[src/sv/mtg_pkg.sv]
// mtg_pkg: constants, types and functions shared by the twister generator
// no dependencies
package mtg_pkg;

	localparam int unsigned TABLE_WORDS = 624;
	localparam int unsigned SHIFT_OFFSET = 397;
	localparam int unsigned ADDR_W = $clog2(TABLE_WORDS);
	localparam int unsigned WORD_W = 32;
	localparam int unsigned QUEUE_DEPTH = 4;
	localparam int unsigned CNT_W = $clog2(QUEUE_DEPTH + 1);

	localparam logic [WORD_W-1:0] RESET_SEED = 32'd5489;
	localparam logic [WORD_W-1:0] TWIST_MATRIX = 32'h9908b0df;
	localparam logic [WORD_W-1:0] INIT_MULT = 32'd1812433253;
	localparam logic [WORD_W-1:0] TEMPER_B = 32'h9d2c5680;
	localparam logic [WORD_W-1:0] TEMPER_C = 32'hefc60000;
	localparam logic [ADDR_W-1:0] LAST_IDX = ADDR_W'(TABLE_WORDS - 1);

	typedef enum logic [1:0] {
		ST_FILL,
		ST_PRIME,
		ST_RUN
	} gen_state_t;

	// index plus offset, wrapped once into the table
	function automatic logic [ADDR_W-1:0] wrap_add(input logic [ADDR_W-1:0] idx,
			input logic [ADDR_W:0] offs);
		logic [ADDR_W:0] sum;
		sum = {1'b0, idx} + offs;
		if (sum >= (ADDR_W+1)'(TABLE_WORDS)) begin
			sum = sum - (ADDR_W+1)'(TABLE_WORDS);
		end
		return sum[ADDR_W-1:0];
	endfunction

	function automatic logic [WORD_W-1:0] temper(input logic [WORD_W-1:0] y_in);
		logic [WORD_W-1:0] y;
		y = y_in;
		y = y ^ (y >> 11);
		y = y ^ ((y << 7) & TEMPER_B);
		y = y ^ ((y << 15) & TEMPER_C);
		y = y ^ (y >> 18);
		return y;
	endfunction

endpackage

[src/sv/mtg_front.sv]
// mtg_front: takes draw requests and keeps a count of pending words
// depends on mtg_pkg
module mtg_front (
	input  logic clk,
	input  logic arst_n,
	input  logic draw_valid,
	output logic draw_ready,
	input  logic draw,
	output logic pend,
	input  logic take
);

	logic [mtg_pkg::CNT_W-1:0] cnt_q;
	logic                      acc;

	assign draw_ready = (cnt_q < mtg_pkg::CNT_W'(mtg_pkg::QUEUE_DEPTH));
	// a transfer with draw low asks for nothing
	assign acc = draw_valid && draw_ready && draw;
	assign pend = (cnt_q != '0);

	always_ff @(posedge clk or negedge arst_n) begin
		if (!arst_n) begin
			cnt_q <= '0;
		end else if (acc && !take) begin
			cnt_q <= cnt_q + 1'b1;
		end else if (!acc && take) begin
			cnt_q <= cnt_q - 1'b1;
		end
	end

	a_take_pend: assert property (@(posedge clk) disable iff (!arst_n) take |-> pend)
		else $error("word taken with no pending request");
	a_no_over: assert property (@(posedge clk) disable iff (!arst_n)
		cnt_q <= mtg_pkg::CNT_W'(mtg_pkg::QUEUE_DEPTH))
		else $error("request count overflow");
	a_count: assert property (@(posedge clk) disable iff (!arst_n)
		(acc && !take) |=> cnt_q == $past(cnt_q) + 1'b1)
		else $error("request count missed a transfer");

endmodule

[config.mk]
export PLATFORM = sky130hd
export DESIGN_NAME = mtg_front
export DESIGN_NICKNAME = d
export VERILOG_FILES = /design/src/sv/mtg_pkg.sv /design/src/sv/mtg_front.sv
export SDC_FILE = /design/constraint.sdc
export NUM_CORES = 1
export LEC_CHECK = 0
export ABC_AREA = 1
export BUFFER_PORTS_ARGS = -buffer_cell sky130_fd_sc_hd__clkbuf_2
export CAP_MARGIN = 20
export CORE_AREA = 2 2 39 41
export CTS_CLUSTER_DIAMETER = 60
export DETAILED_ROUTE_END_ITERATION = 6
export DIE_AREA = 0 0 41 43
export GPL_TIMING_DRIVEN = 0
export PLACE_DENSITY_LB_ADDON = 0.08
export RECOVER_POWER = 25
export SYNTH_ARGS = -nofsm -noshare
export SYNTH_HDL_FRONTEND = slang
export SYNTH_SLANG_ARGS = --single-unit
[constraint.sdc]
create_clock -name clk -period 3.49 [get_ports clk]
set_input_delay 0.698 -clock clk [delete_from_list [all_inputs] [get_ports clk]]
set_output_delay 0.698 -clock clk [all_outputs]
set_load 0.03 [all_outputs]
# Word level (Yosys, flattened, before mapping)
# Index checks and enable logic that the tools add are counted.
totals:
  wordCells: 14
  ramBits: 0
  mem_bits_ro: 0
  mem_count: 0
  output_inout_bits: 2
  latch_bits: 0
  in_bits: 5
  ff_bits: 3
op_classes:
  n_addsub: 2
  muxes: 2
  multipliers: 0
  n_bitwise: 0
  div_mod_pow: 0
  shift: 0
  n_reduce_logical: 8
  n_eq_ne: 0
  magnitude_cmp: 1
ops:
  columns: ["operator", "n"]
  rows:
  - ["3-bit two-way mux", 2]
  - ["1-bit logical AND", 4]
  - ["3-bit by 1-bit adder with 3-bit output, second input constant", 1]
  - ["3-bit < comparator, second input constant", 1]
  - ["3-bit nonzero test", 1]
  - ["3-bit by 1-bit subtractor with 3-bit output, second input constant", 1]
  - ["1-bit logical NOT", 2]
  - ["2-bit nonzero test", 1]

# Logic depth before layout (Yosys ltp)
# Gate-level depths: netlist (run 1).
logic_depth:
  depth_word: 7
  mapped_depth: 10
  ltp_nobuf: 10

# Worst setup path after synthesis (run 1)
# No wires, ideal clock.
synth_timing:
  path_kind: "input to register"
  start: "input draw"
  end: "register cnt_q[2] in the netlist's numbering"
  arrival_time_ns: 1.646
  n_path_buf: 0
  stages: 9
  setup_slack_ns: 1.726
  setup_time_ns: 0.118
  required_time_ns: 3.372
  cell_sequence: "nand2_1 -> nor2_1 -> ha_1 -> inv_2 -> fa_1 -> nand2_2 -> nand3_1 -> nand2_1 -> nand2_1"
synth_via:
  elab_chain_cells: 4
  word_cells_on_any_way: 6
  cone_classes: "1 x mux; 5 x reduce/logical"
synth_lines:
  columns: ["item", "line_no", "text"]
  rows:
  - ["from (decl)", "mtg_front.sv:8", "input logic draw,"]
  - ["1-bit logical AND (*)", "mtg_front.sv:18", "assign acc = draw_valid && draw_ready && draw;"]
  - ["1-bit logical NOT", "mtg_front.sv:26", "end else if (!acc && take) begin"]
  - ["1-bit logical AND", "mtg_front.sv:26", null]
  - ["2-bit nonzero test (no line)", null, null]
  - ["to (signal assigned)", "mtg_front.sv:25", "cnt_q <= cnt_q + 1'b1;"]
  - ["to (signal assigned)", "mtg_front.sv:27", "cnt_q <= cnt_q - 1'b1;"]
  - ["to (decl)", "mtg_front.sv:13", "logic [mtg_pkg::CNT_W-1:0] cnt_q;"]
# Mark *: on every way between the ends. The rest lies on a longest branch, timed or not.
# A chain may end at the register's enable or synchronous reset.

# Worst setup path after layout (run 1)
layout_timing:
  start: "register cnt_q[0] in the netlist's numbering"
  end: "output pend"
layout_via:
  elab_chain_cells: 1
layout_lines:
  columns: ["item", "line_no", "text"]
  rows:
  - ["3-bit nonzero test", "mtg_front.sv:19", "assign pend = (cnt_q != '0);"]
  - ["to (decl)", "mtg_front.sv:9", "output logic pend,"]
# No other way between the ends.

==> results.txt, run 1 <==
The flow ran to the end, and the final reports show no timing, DRC or antenna violations. The share of synthesized registers carrying an async set or reset came out at 1.00. The synthesized flop and latch total is 3. The worst register-to-register path has a depth of 8. The largest driver fanout on the critical path came out at 3.

In this run the clock root is driven by a clkbuf_4. After technology mapping, the gate count stands at 24. Of the post-synthesis cell area, the dominant cell type holds 0.395.

Ranked by instance count, the synthesized netlist is headed by 8 x nand2_1, 3 x dfrtp_1, 3 x inv_1, 2 x inv_2, 2 x nor2_1. The largest registers in the layout are cnt_q: 3 flops. The count of placed standard cells including taps came out at 46. The post-synthesis instance area came out at 190 um2. The number of warnings reported in the yosys synthesis log came out at 0. The post-CTS repair timing setup buffer count is 0. The average cell area after synthesis came out at 7.92 um2.

The startpoint identified for the worst register-to-register timing path is cnt_q[2]. STA classifies the critical path startpoint as a flip-flop. The worst pin sits at a relative slew slack of 0.885. When the netlist entered floorplanning its net count stood at 31. The post-route total power is 240 uW. The number of H-tree levels is 1.

The number of failing setup endpoints in the final timing report is 0. 7 I/O pins were placed. For the worst-skew pair, the clock arrives at the later sink with an insertion delay of 230 ps.

STA puts the critical path data arrival time at 1000 ps. The floorplan die height is 43 um. The initial antenna violation count was 0. The starting utilization of the core area is 0.137. The power density relative to cell area came out at 904 nW/um2. The distinct cell type count of the synthesized netlist came out at 11. Yosys attributes the largest share of cell area to dfrtp_1 39%, nand2_1 16%, fa_1 11%. The final routed DRC violation total came out at 0. The number of buffers created by CTS came out at 3. The maximum count of clock buffers along a single path is 2.

The cell with the most instances after synthesis is nand2_1. The destination of the worst register-to-register timing path is cnt_q[2]. The routed via count is 180. After detailed routing, the average wire length per cell comes to 7.60 um. The final-report max-slew violation count came out at 0.

Setup repair after global routing left no endpoint under its margin. The transition time of the tightest slew-check pin came out at 172 ps. The die covers 1760 um2. The global placement routability congestion is 0.611. The share of the clock period used by the worst path is 0.488. The count of buffers added on input and output ports is 6.

The post-synthesis sequential area ratio came out at 0.395. The sum of overflow across all layers after global routing is 0. Counting flops per register, the top entry is cnt_q.

The initial DRC count came out at 2. The count of instances resized after the clock tree is built is 0. The number of enable-type register cells in the synthesized netlist is 0. The number of global-route vias before repair is 192. The core footprint is 1380 um2. Summed over all instances, the cell type with the most area after synthesis is dfrtp_1. The share of cells above drive strength 1 is 0.324. For the worst setup path, the data required time is 2790 ps.

In the synthesized netlist the dominant register cell turns out to be dfrtp_1. Buffers inserted to repair hold after CTS numbered 0. The clock tree from TritonCTS is yes. Entering global routing, the biggest net connects 4 pins. The largest voltage drop on the vdd net is 0.176 mV. For this run, the number of standard cells in the final layout without fillers is 50.

After clock tree synthesis, the clock-pin slew on the worst setup and hold paths is 30 ps. The analysis attributes to cell leakage a power of 0.000143 uW. The number of nets in the layout is 42. The final-report hold violation count is 0. The layout filler cell count came out at 165. The combined area of the multi-input logic cells came out at 96.3 um2. The detailed-router iteration count before antenna repair came out at 2. The category of the most critical setup path is reg -> out.

The antenna diode count came out at 0. In this run the core area contains 14 standard-cell rows. The maximum clock frequency is 0.587 GHz.

The sequential cell area is 75.1 um2. The sum of net half-perimeters after detailed placement came out at 346 um. The max-cap violation count came out at 0. The count of clock tree sinks is 3. The die is 41 um wide. The first global-routing pass estimated 710 um of wire. The synthesis-to-layout area growth came out at 39.5%. The shortest clock period the worst path allows after layout came out at 1700 ps. The min-delay analysis places its worst path in the category in -> async. The reg-to-reg setup timing slack came out at 1970 ps. The global-route usage over all layers is 0.0644.

The per-cell via count in the routed design came out at 3.60. The total wirelength of the detailed-routed design came out at 380 um. The total negative slack for setup checks is 0 ps.

In this run the remaining antenna-violating nets after routing total 0. On the final layout, the worst clock skew is 1.27 ps. The flip-flop count of the largest register, all copies and words added came out at 3.

The worst setup path is captured at a primary output.
power breakdown:
group | total, uW | internal (uW) | switching (uW)
Sequential | 70.9 | 53.4 | 17.5
Combinational | 110 | 41.5 | 68.5
Clock | 59.0 | 42.7 | 16.3
Total | 240 | 138 | 102
worst max-delay path by stage:
| stage | start | end | slack, ps | depth (start not counted) |
|---|---|---|---|---|
| 4_1_cts | cnt_q[0] | pend | 1760 | 3 |
| 6_report | cnt_q[0] | pend | 1790 | 3 |
| 5_1_grt | draw | cnt_q[2] | 1670 | 11 |
| 2_1_floorplan | draw | cnt_q[2] | 1730 | 9 |
| 3_3_place_gp | draw | cnt_q[2] | 1540 | 10 |
| 3_5_place_dp | draw | cnt_q[2] | 1540 | 10 |
metrics by stage:
step                hold WS (ps)  utilization  setup slack (ps)  instance area (um2)
detailed placement           502        0.174              1540                  240
global placement             498        0.174              1540                  240
global route                 282        0.192              1670                  265
finish                       273        0.192              1790                  265
CTS                          250        0.193              1760                  267
floorplan                    402            -              1730                  190
cell families (layout without fill, tap and decap cells):
| group | count (synthesis) | count (layout) | synth area share |
|---|---|---|---|
| xor+xnor | 1 | 1 | 0.0461 |
| fa+ha+maj | 2 | 2 | 0.171 |
| buf+inv | 5 | 15 | 0.0987 |
| flops | 3 | 3 | 0.395 |
| simple gates | 13 | 13 | 0.290 |
layer usage:
| layer | up-vias | GRT usage | wire length (um) |
|---|---|---|---|
| met5 | - | 0 | 0 |
| met4 | 0 | 0.0600 | 0 |
| met3 | 0 | 0.0314 | 33 |
| met2 | 4 | 0.0906 | 194 |
| met1 | 84 | 0.0647 | 151 |
| li1 | 92 | - | - |
placed cells by master (no fill, tap or decap):
master / count
clkbuf_1: 2
clkbuf_2: 5
clkbuf_4: 3
dfrtp_1: 3
fa_1: 1
ha_1: 1
inv_1: 3
inv_2: 2
nand2_1: 8
nand2_2: 1
nand3_1: 1
nand4_1: 1
nor2_1: 2
xnor2_1: 1
area by class of cell:
class                           instances  share of cell area
Timing Repair Buffer                    6               0.108
Inverter                                5              0.0708
Tap cell                               16              0.0755
Multi-Input combinational cell         16               0.363
Clock buffer                            4              0.0991
Sequential cell                         3               0.283
worst max-delay path, stage by stage (launching register included):
cell and delay, ps:
dfrtp_1 410, nor2_1 130, nand2_1 50, clkbuf_2 180
Note: power is estimated with default switching activity, not from simulation.
==> inputs of run 2 (changes only) <==
--- a/config.mk
+++ b/config.mk
@@ -5,7 +5,7 @@
 export SDC_FILE = /design/constraint.sdc
 export NUM_CORES = 1
 export LEC_CHECK = 0
-export ABC_AREA = 1
+export ABC_AREA = 0
 export BUFFER_PORTS_ARGS = -buffer_cell sky130_fd_sc_hd__clkbuf_2
 export CAP_MARGIN = 20
 export CORE_AREA = 2 2 39 41
==> constraint.sdc (replaced) <==
create_clock -name clk -period 1.7 [get_ports clk]
set_input_delay 0.34 -clock clk [delete_from_list [all_inputs] [get_ports clk]]
set_output_delay 0.34 -clock clk [all_outputs]
set_load 0.03 [all_outputs]
==> run 2 against run 1 <==
Compared with the run above: synthesized cell count down 38%; sequential share of layout area shrank 2.7 points; clock-buffer cell count did not move; cell count fell by 12%; critical path type is now reg -> reg; cell area up 10%; die area is the same.
==> results.txt, run 2 <==
The synthesis-to-layout area growth is 69.6%. STA classifies the critical path startpoint as a flip-flop. Setup violations remaining at the end of the flow were counted as 0. The largest net degree at the start of global routing is 4. The count of placed standard cells including taps is 37. For this configuration, the core starts out at a cell density of 0.125. The final setup slack of the worst path is 64.3 ps. Setup repair after global routing could not meet its margin everywhere. The kind of path behind the tightest hold check is in -> async.

The count of clock tree sinks came out at 3. Max-cap violations in this run came to 0. The final-report hold violation count came out at 0. After clock tree synthesis, the clock-pin slew on the worst setup and hold paths is 40 ps. The cell count after synthesis came out at 15.

At the worst endpoint, the arrival time is 1790 ps. The run finished with clean final reports. The number of buffers created by CTS came out at 3. The worst path required time is 1860 ps. The width of the chip came out at 41 um. The clock skew after layout came out at 1.80 ps.

The clock tree root driver cell is clkbuf_4. Once detail routing completed, the nets flagged for antenna violations numbered 0. The endpoint type of the worst setup path is a flip-flop. The number of top-level pins came out at 7.

The relative slew slack is 0.886. The number of nets in the synthesized netlist came out at 22. cnt_q holds more flip-flops than any other register. The global-route usage over all layers came out at 0.0554. The final routed DRC violation total is 0. The commonest cells after synthesis are 3 x dfrtp_1, 3 x inv_1, 2 x xnor2_1. In the final layout, the share of cells above drive strength 1 is 0.571. A synthesized cell averages 11.5 um2. The core footprint is 1380 um2. The number of H-tree levels is 1. The routed length per placed instance is 7.86 um.

Among all flip-flop cells after synthesis, the most frequent one is dfrtp_1. The share of the clock period used by the worst path is 0.962. 0 antenna diodes ended up in the layout. The sum of overflow across all layers after global routing is 0. Sorting the synthesized cells by area gives the leading types as dfrtp_1 43%, fa_1 12%, xnor2_1 10%.

TritonCTS built the clock tree. For this run, asynchronously set or reset flops after synthesis account for 1.00. For flop-to-flop paths, the worst setup slack is 60 ps. The per-cell via count in the routed design is 3.32. The floorplan step set the die height to 43 um. The routed via count is 146. The transition time of the tightest slew-check pin came out at 172 ps. The global placement routability congestion is 0.595.

The register with the most flip-flops in the layout has 3 of them. The initial antenna violation count came out at 0. The maximum count of clock buffers along a single path came out at 2.

The count of buffers added on input and output ports is 6. In this run the cell area of the synthesized design comes to 173 um2. The share of synthesized area in the top cell type comes to 0.435. The non-filler instance count after layout came out at 44. The number of different library cells used by synthesis comes to 10. The cell accounting for the most synthesized area is dfrtp_1. The maximum clock frequency is 0.611 GHz. The clock latency on the worst-skew pair came out at 240 ps. Synthesis inferred 3 register bits.

The largest registers in the layout are cnt_q: 3 flops. The number of global-route vias before repair is 151. The number of enable-type register cells in the synthesized netlist is 0.

The final-report max-slew violation count is 0. The most common library cell in the layout ignoring fill and taps is clkbuf_2. The largest driver fanout on the critical path came out at 3. The worst path in the final design needs a cycle of 1640 ps, including I/O delays and setup. The first-pass GRT wire length is 565 um. The die outline area came out at 1760 um2. VDD sags by at most 0.532 mV. The number of nets in the layout is 36. The detailed-router iteration count before antenna repair is 3. Row generation in the floorplan step produced 14 rows. The initial DRC count came out at 2. The number of warnings reported in the yosys synthesis log came out at 0. Leaving out fill and tap cells, the most frequent cells in the layout are 5 x clkbuf_2, 3 x clkbuf_4, 3 x dfrtp_1. The power density relative to cell area came out at 1740 nW/um2.

The post-synthesis sequential area ratio is 0.435. The routed design has 346 um of wire. The worst setup timing slack at the placement stage is 7.97 ps.

The category of the most critical setup path is reg -> reg. For this design the static power due to leakage is 0.000130 uW.
==> run 2: cell count changes after synthesis, sizes merged <==
cell | before | now
or3 | 0 | 1
nor2 | 2 | 1
nand4 | 1 | 0
nand3 | 1 | 0
and3 | 0 | 1
inv | 5 | 3
nand2 | 9 | 0
mux2 | 0 | 1
xnor2 | 1 | 2
xor2 | 0 | 1
==> run 2: power by group <==
group	total, uW	switching (uW)	internal (uW)	leakage [uW]
Combinational	233	114	119	0.0000801
Sequential	148	36.6	111	0.0000350
Clock	129	40.9	88.2	0.0000150
Total	510	191	319	0.000130
==> run 2: worst paths after layout <==
kind / start / to / cells past startpoint
setup / recovery: cnt_q[2] / cnt_q[2] / 8
hold / removal: arst_n / cnt_q[0] / 2
setup reg to reg: cnt_q[2] / cnt_q[2] / 8
hold reg to reg: cnt_q[0] / cnt_q[0] / 1
max in group asynchronous: arst_n / cnt_q[1] / 2
min in group clk: take / cnt_q[0] / 4
==> run 2: stage by stage <==
stage | instance area (um2) | total power (uW) | util | hold WS (ps) | setup TNS (ps)
3_3_place_gp | 223 | 350 | 0.161 | 140 | 0
5_1_grt | 293 | 556 | 0.212 | 465 | -49.7
3_5_place_dp | 223 | 350 | 0.161 | 138 | 0
4_1_cts | 259 | 487 | 0.187 | 428 | 0
6_report | 293 | 510 | 0.212 | 441 | 0
2_1_floorplan | 173 | 299 | - | 44.4 | 0
==> run 2: critical path, cell delays in order, from the launching register on <==
cell,delay (ps)
dfrtp_1,390
inv_2,70
and3_4,190
ha_4,130
inv_2,30
fa_2,340
xor2_1,140
nor2_1,130
xnor2_1,130
==> run 2: what timing repair did <==
action	4_1_cts	5_1_grt
hold endpoints to repair	3	0
setup endpoints to repair	0	2
gates resized for setup	0	5
setup buffers	0	2
hold buffers	1	0
==> run 2: area by class of cell <==
| cell class | instances | area [um2] |
|---|---|---|
| fillers | 159 | 1090 |
| multi-input cells | 9 | 106 |
| flip-flops and latches | 3 | 75.1 |
| repair buffers | 9 | 53.8 |
| clock buffers | 4 | 26.3 |
| well taps | 16 | 20.0 |
| inverters | 3 | 11.3 |
==> run 2: per-layer routing <==
layer  wire length (um)  part of all wire  global-route usage
met1                149              0.43              0.0651
met2                146              0.42              0.0531
met3                 50              0.14              0.0471
met4                  0                 0              0.0600
met5                  0                 0                   0
==> run 2: logic make-up (layout without fill, tap and decap cells) <==
kind of cell / count (synthesis) / count (layout) / share of synthesized area
XOR/XNOR: 3 / 3 / 0.152
flip-flops: 3 / 3 / 0.435
AND/OR/NAND/NOR: 3 / 3 / 0.0942
buffers and inverters: 3 / 16 / 0.0652
adder cells (fa/ha/maj): 2 / 2 / 0.188
multiplexers: 1 / 1 / 0.0652
==> inputs of run 3 (changes only) <==
==> constraint.sdc (replaced) <==
create_clock -name clk -period 2.07 [get_ports clk]
set_input_delay 0.414 -clock clk [delete_from_list [all_inputs] [get_ports clk]]
set_output_delay 0.414 -clock clk [all_outputs]
set_load 0.03 [all_outputs]
==> run 3 against run 2 <==
Compared with the run above: combinational power decreased by 30%; cell count decreased by 4.5%; fmax decreased by 3.5%; non-clock buffer count decreased by 2.
==> results.txt, run 3 (same netlist as run 2, synthesis figures left out) <==
The run finished with clean final reports. The number of nets in the layout came out at 34. The leakage power summed over all cells is 0.000123 uW. The share of the clock period used by the worst path came out at 0.819. The final-report hold violation count is 0. Leaving out fill and tap cells, the most frequent cell in the layout is clkbuf_2. The clock tree root driver cell is clkbuf_4. The flip-flop count of the largest register, all copies and words added came out at 3. The maximum count of clock buffers along a single path came out at 2. The final setup slack of the worst path came out at 375 ps.

The number of clock buffers added by TritonCTS is 3. For the pin with the worst max-slew slack, the measured transition is 173 ps. The worst setup path is launched from a flip-flop. In this run the number of H-tree levels came out at 1. The finished cells cover 258 um2. The clock tree from TritonCTS is yes.

The met3 track demand over resource in global routing came out at 0.0314. The largest registers in the layout are cnt_q: 3 flops. The largest driver fanout on the critical path is 3. The global-route usage over all layers came out at 0.0645. In the global route stage, met2 resource usage came out at 0.0531.

The largest voltage drop on the vdd net is 0.457 mV. The power density relative to cell area came out at 1490 nW/um2. In the final routed layout, each cell accounts on average for 7.48 um.

The shortest clock period the worst path allows after layout is 1700 ps. The number of standard-cell rows in the floorplan came out at 14. The total negative slack for setup checks is 0 ps. The count of nets left with antenna violations after detail routing is 0. The busiest layer in global routing is met4. The clock skew after layout came out at 1.36 ps.

cnt_q holds more flip-flops than any other register. The core footprint came out at 1380 um2. The sum of overflow across all layers after global routing is 0.

The maximum clock frequency is 0.590 GHz. By startpoint and endpoint, the worst setup path is classified as reg -> reg. The number of failing setup endpoints in the final timing report is 0.

The initial antenna violation count came to 0. The CTS clock-pin slew for the worst setup and hold paths came out at 40 ps. The worst hold path belongs to the class in -> async.

The placed standard-cell area is 223 um2. The routed via count is 138. The internal cell power came out at 239 uW. The global placement routability congestion came out at 0.596. Data on the critical path arrives at its endpoint at 1850 ps. The detailed-router iteration count before antenna repair is 2. The relative slew slack is 0.885.

The first global-routing pass estimated 621 um of wire. The floorplan die height is 43 um. The final layout contains routed wiring with a total length of 314 um.

The initial utilization of the core area, before any placement, comes to 0.125. The share of total power dissipated in the clock network is 0.267. After the first detailed-routing iteration, the DRC count stood at 1. The part of the power in combinational logic came out at 0.425. The number of global-route vias before repair is 149. The largest net degree at the start of global routing is 4. In the routed design, unresolved DRC markers number 0. Setup repair after global routing left no endpoint under its margin. The share of cells above drive strength 1 is 0.346. The per-cell via count in the routed design came out at 3.29. The width of the chip came out at 41 um. The switching fraction of total power came out at 0.380. The clock latency on the worst-skew pair came out at 230 ps. STA classifies the critical path endpoint as a flip-flop. The switching power is 146 uW.

In the layout the commonest cells are 5 x clkbuf_2, 3 x inv_1, 3 x clkbuf_4, 3 x dfrtp_1. At the placement stage, the worst setup path has a slack of 342 ps. The worst path required time came out at 2220 ps.

The die outline area is 1760 um2. The max-cap violation count is 0. The share of total power dissipated in sequential elements is 0.309. For this design the top-level I/O count stands at 7. The synthesis-to-layout area growth came out at 49.3%. In the global route stage, met1 resource usage came out at 0.0749. The tree built by TritonCTS fans out to 3 sinks. The antenna diode count is 0. The count of buffers inserted at the top-level ports is 6. The final-report max-slew violation count is 0.
==> run 3: per-stage QoR <==
step                utilization  total power (uW)  hold slack [ps]  std cells
floorplan                     -               242              118         15
global placement          0.161               285              214         37
detailed placement        0.161               285              212         37
CTS                       0.187               392              510         42
global route              0.186               423              543         42
finish                    0.186               385              511         42
==> run 3: power by group through the flow <==
stage	clock [uW]	sequential [uW]	combinational (uW)
finish	103	119	163
global route	109	128	186
CTS	106	120	166
detailed placement	0	121	164
global placement	0	121	163
floorplan	0	113	129
==> run 3: layout make-up <==
type	count	area, um2
inverter	3	11.3
tap	16	20.0
clock buffer	4	26.3
multi-input combinational	9	86.3
fill	154	1130
sequential	3	75.1
timing repair buffer	7	38.8
==> run 3: critical path, stage by stage, from the launching register on <==
cell and delay (ps):
dfrtp_1 370, inv_1 110, and3_1 160, ha_1 170, inv_1 60, fa_1 370
xor2_1 150, nor2_1 110, xnor2_1 120
==> run 3: final timing paths <==
check                          from  endpoint  slack, ps  depth (start not counted)
min in group clk           cnt_q[0]  cnt_q[0]        530                          1
hold reg to reg            cnt_q[0]  cnt_q[0]        530                          1
max in group asynchronous    arst_n  cnt_q[0]       1410                          2
setup reg to reg           cnt_q[2]  cnt_q[2]        370                          8
setup / recovery           cnt_q[2]  cnt_q[2]        370                          8
hold / removal               arst_n  cnt_q[1]        510                          2
==> run 3: layer usage <==
metal | vias up | part of all wire
met5 | - | 0
met4 | 0 | 0.10
li1 | 67 | -
met3 | 4 | 0.11
met1 | 58 | 0.40
met2 | 9 | 0.39
==> run 3: timing repair <==
| action | 4_1_cts | 5_1_grt |
|---|---|---|
| resized for setup | 0 | 0 |
| hold endpoints to repair | 3 | 0 |
| hold buffers | 1 | 0 |
| buffers inserted | 0 | 0 |
